File: config.mk
export PLATFORM = sky130hd
export DESIGN_NAME = clra_ram
export DESIGN_NICKNAME = d
export VERILOG_FILES = /design/src/sv/clra_ram.sv
export SDC_FILE = /design/constraint.sdc
export NUM_CORES = 2
export LEC_CHECK = 0
export ABC_AREA = 0
export BUFFER_PORTS_ARGS = -buffer_cell sky130_fd_sc_hd__buf_4
export CAP_MARGIN = 20
export CORE_MARGIN = 8
export CORE_UTILIZATION = 55
export CTS_CLUSTER_DIAMETER = 100
export CTS_CLUSTER_SIZE = 25
export DETAILED_ROUTE_END_ITERATION = 7
export PLACE_DENSITY = 0.79
export SLEW_MARGIN = 20
export SYNTH_ARGS = -nofsm -noshare
export SYNTH_HDL_FRONTEND = slang
export SYNTH_SLANG_ARGS = --single-unit
export TNS_END_PERCENT = 20
File: constraint.sdc
create_clock -name clk -period 6.62 [get_ports clk]
set_clock_uncertainty 0.05 [all_clocks]
set_input_delay 0.662 -clock clk [delete_from_list [all_inputs] [get_ports clk]]
set_output_delay 0.662 -clock clk [all_outputs]
set_load 0.01 [all_outputs]
File: src/sv/clra_ram.sv
// ----------------------------------------------------------------------------
// clra_ram
// Generic single-port-write, single-port-read RAM with registered read.
// ----------------------------------------------------------------------------
module clra_ram #(
  parameter int WIDTH = 32,
  parameter int DEPTH = 64
) (
  input  logic                     clk,
  input  logic                     we,
  input  logic [$clog2(DEPTH)-1:0] waddr,
  input  logic [WIDTH-1:0]         wdata,
  input  logic [$clog2(DEPTH)-1:0] raddr,
  output logic [WIDTH-1:0]         rdata
);

  logic [WIDTH-1:0] mem [DEPTH];

  always_ff @(posedge clk) begin
    if (we) begin
      mem[waddr] <= wdata;
    end
    rdata <= mem[raddr];
  end

endmodule

* Yosys cells after proc, flatten, opt, wreduce, memory -nomap -nowiden
Memory sizes are Yosys's and may differ from the RTL's. A register that Yosys moved wholly into a read port is not among the register bits.
Index checks and enable logic that the tools add are counted.
** Storage, ports and cells
- Flip-flop bits (word level) :: 0
- RAM bits :: 2048
- Word-level logic and storage cells :: 3
- Memories kept :: 1
** Memories
- mem :: words 64, bits a word 32, read ports 1, clocked after memory_dff 1, wr ports 1, line 17 : logic [WIDTH-1:0] mem [DEPTH];
** Operators by class
- Mux-type cells :: 2
** Operator list (count)
- 1-bit 2-to-1 mux :: 2

* Longest topological paths before layout
- Depth in word-level cells :: 2
- Gate-level depth with buffers :: 10

* Worst setup path before layout
Ideal clock, no wire load.
- Path kind :: input port to flip-flop
- Start :: input port waddr[3]
- End :: memory mem[48][0], enable pin
- Setup time :: 0.461 ns
- Arrival :: 3.361 ns
- Data required time :: 6.109 ns
- Setup slack :: 2.748 ns
- Stages :: 4
- Cell sequence :: clkbuf_1 > nor2b_1 > nand4b_1 > nor3_1
** RTL lines
- start: declaration :: line 11 : input logic [$clog2(DEPTH)-1:0] waddr,
- end: declaration :: line 17
Straight into the memory's write port.

==> summary.md <==
The flow ran to the end, and the final reports show no timing, DRC or antenna violations. The wire-length estimate of the detail-placed layout is 103000 um. The total negative slack for setup checks is 0 ps, and the global-route usage over all layers is 24.32%. The number of enable-type register cells in the synthesized netlist works out to 2048. The number of different library cells used by synthesis comes to 34. The final weighted congestion of routability-driven global placement is 0.8203, and the H-tree depth is 3. Clock-pin slew was measured on the worst setup and hold paths at 100 ps.

The async set or reset register ratio after synthesis came out at 0%. The synthesized netlist devotes 0% of its cell area to adder and majority cells. The root buffer cell is clkbuf_16. Multiplexer cells account for 16.79% of the synthesized area. The cell area that synthesis handed to floorplanning was 78520 um2. The run gives 0 as the number of post-CTS setup repair buffers.

The terminus of the critical flop-to-flop path was rdata[6]. The final max-slew violation count was 0; the count of maximum capacitance violations was 0. The tools report the number of global-route vias before repair as 37140.

The placed instance count is 5207. The run gives 5 as the number of antenna violations at the first check in global routing. Dividing the synthesized area by the synthesized cell count gives 23.62 um2. Entering global routing, the biggest net connects 126 pins.

The vias per cell was 6.880; the die area was 155100 um2. In the finished design, the share of the clock period the worst path needs comes to 49.53%. For this design the static power due to leakage is 25.56 nW. The endpoint kind of the worst setup timing path is a flop.

The internal power of the cells totals 17.75 mW. Global routing finished with a remaining overflow of 0. For the part of the Yosys area used for sequential elements, the log shows 79.14%.

Setup repair after global routing left no endpoint under its margin. The largest driver fanout on the critical path works out to 81. The synthesized design spends more area on one cell type than any other, namely edfxtp_1.

The number of standard-cell rows in the floorplan was 138; the power per standard cell area was 265.5 nW/um2. The global-route wire length before repair was 271800 um; the final instance area was 84570 um2. Timing analysis after detailed placement gives a worst setup slack of 2486 ps. The top cell type by area accounts for 78.33% of the synthesized area. Wires add up to 192500 um. After synthesis, the cell types taking the most area are edfxtp_1, mux4_2, mux2i_1. Counting the buffers created by CTS gives 93. TritonCTS built the clock tree. For this run, the number of Yosys warnings is 0. In the final layout, the share of cells above drive strength 1 is 25.63%. The class of the most critical hold timing path is input port to flop.

The net switching power came out at 4.706 mW. Hold repair after CTS inserted 0 buffers. In the post-synthesis netlist, the cell with the most instances is edfxtp_1.

The number of nets handed over by synthesis was 3370. Detailed routing inserted a total of 36930 vias. The worst setup path is launched from an input port. Data on the critical path arrives at its endpoint at 3810 ps.

For the number of design rule violations left after detail routing, the log shows 0. The pre-antenna-repair detailed-routing pass consisted of 6 iterations. The share of total power dissipated in combinational logic is 5.7%. The synthesized netlist devotes 1.265% of its cell area to simple gates. By area, the combinational part of the netlist is dominated by multiplexers. The net count of the finished layout is 3458.

In this run the vertical extent of the chip is 393.8 um. IR analysis of the VDD net gives a maximum drop of 0.0002175 V. Achievable frequency: 305.0 MHz. The routed design could run at a clock period as short as 3279 ps. The core region is 141600 um2. Summing the areas of all xor and xnor instances in the mapped netlist gives 0% of the synthesized area.

For the pin with the worst max-slew slack, the measured transition is 983.8 ps. The cell depth of the worst flop-to-flop path came out at 4. Data on the critical path is required at its endpoint by 7160 ps. In the post-route analysis, the smallest setup slack over all paths is 3341 ps. In this run the tightest slew margin relative to its limit is 34.41%. The number of port buffers is 77. The tools report the worst reg2reg path startpoint as mem[11][6]. The commonest cells after synthesis are edfxtp_1, mux4_2, nor2_1, mux2i_1, o22ai_1. Setup violations remaining at the end of the flow were counted as 0. Once the floorplan was initialized, standard cells occupied 55.45% of the core.

In this run the horizontal extent of the chip is 393.8 um. Of the total power, the clock network draws 29.1%. The number of primary I/O pins is 78, and the total clock sinks is 2080. The count of nets left with antenna violations once routing finished came out at 0.

The first routing iteration left 5703 violations. The clock reaches the later pin of the worst-skew pair after 750 ps. The setup check on the worst reg-to-reg path leaves a slack of 4280 ps.

The wire length per cell after detailed routing was 35.86 um. The cell count after synthesis came out at 3324. Synthesis inferred 2080 register bits. The clock tree buffer depth is 3. The setup path with the least slack is of type input port to flop.

The filler cell count was 9452; the net switching share of the total power was 20.96%. Once layout is complete, the cells apart from fillers number 5368. Of the total power, registers draw 65.1%.

The count of cells resized by post-cts repair is 0. The most critical setup path has its startpoint at raddr[0]. The post-synthesis compound-gate area fraction works out to 1.673%. The critical path ends at rdata[6]. For the final hold violation count, the log shows 0. The instance area at placement is 81920 um2. For this run, the leading register cell type out of synthesis is edfxtp_1. Compared with the post-synthesis result, the final layout area differs by 7.713%.
==> metrics by stage <==
stage,power [mW],hold WS (ps),utilization (%)
2_1_floorplan,15.61,613.2,-
3_3_place_gp,16.17,666.5,57.86
3_5_place_dp,16.21,672.6,57.86
4_1_cts,22.50,315.1,59.73
5_1_grt,22.99,332.3,59.73
6_report,22.46,363.6,59.73
==> kinds of logic (layout without fill, tap and decap cells) <==
family	after synthesis	in the layout
buffers and inverters	182	334
DFF	2080	2080
other	0	2
muxes	637	637
and+or+nand+nor	223	223
AOI/OAI and AO/OA	202	202
==> sequential cells by signal, indices dropped and copies added, names as in the netlist <==
| signal | count |
|---|---|
| rdata | 32 |
| mem | 2048 |
==> worst min path at each step <==
stage                            from     endpoint  depth (start not counted)
after floorplan           mem[12][17]    rdata[17]                          4
after global placement    mem[12][17]    rdata[17]                          4
after detailed placement  mem[12][17]    rdata[17]                          4
after CTS                    waddr[1]  mem[48][28]                          2
after global routing         waddr[1]  mem[48][28]                          2
final                        waddr[1]  mem[48][28]                          2
==> layer usage <==
metal  global-route usage, %  up-vias  share of wire, %
li1                        -    14310                 -
met2                   37.98     2704                47
met4                   8.459        4               4.1
met5                       0        -             0.015
met3                   5.810      396                13
met1                   34.16    19520                36
==> cell type report <==
type / count / area (um2) / share of cell area [%]
clock inverter: 8 / 76.32 / 0.09025
multi-input combinational: 1062 / 15970 / 18.88
antenna: 2 / 5.005 / 0.005918
tap: 1890 / 2365 / 2.796
timing repair buffer: 175 / 1449 / 1.713
sequential: 2080 / 62140 / 73.48
clock buffer: 151 / 2566 / 3.034
==> critical path: stages <==
cell and delay [ps]:
buf_8 560, buf_12 470, mux4_2 610, mux4_2 480
o22ai_1 550, nor2_1 190
==> power groups by stage <==
stage | combinational (mW) | clock, mW | sequential (mW)
CTS | 1.29 | 6.58 | 14.6
global route | 1.35 | 7.01 | 14.6
global placement | 1.25 | 0 | 14.9
floorplan | 0.709 | 0 | 14.9
detailed placement | 1.28 | 0 | 14.9
finish | 1.29 | 6.54 | 14.6
==> cell usage in the layout (no fill, tap or decap), types with 6 or more instances in the layout <==
cell	instances
dfxtp_1	32
nand2b_1	7
nor2_1	75
mux2i_1	93
clkbuf_16	94
nor2_4	62
mux4_2	544
clkbuf_1	57
a311oi_1	8
edfxtp_1	2048
o22ai_1	84
a21oi_1	62
buf_4	163
o221ai_1	27
buf_12	9
a22oi_1	12
nor2b_1	14
inv_6	6
nand2_1	26
Power figures use the tool's default switching activity.
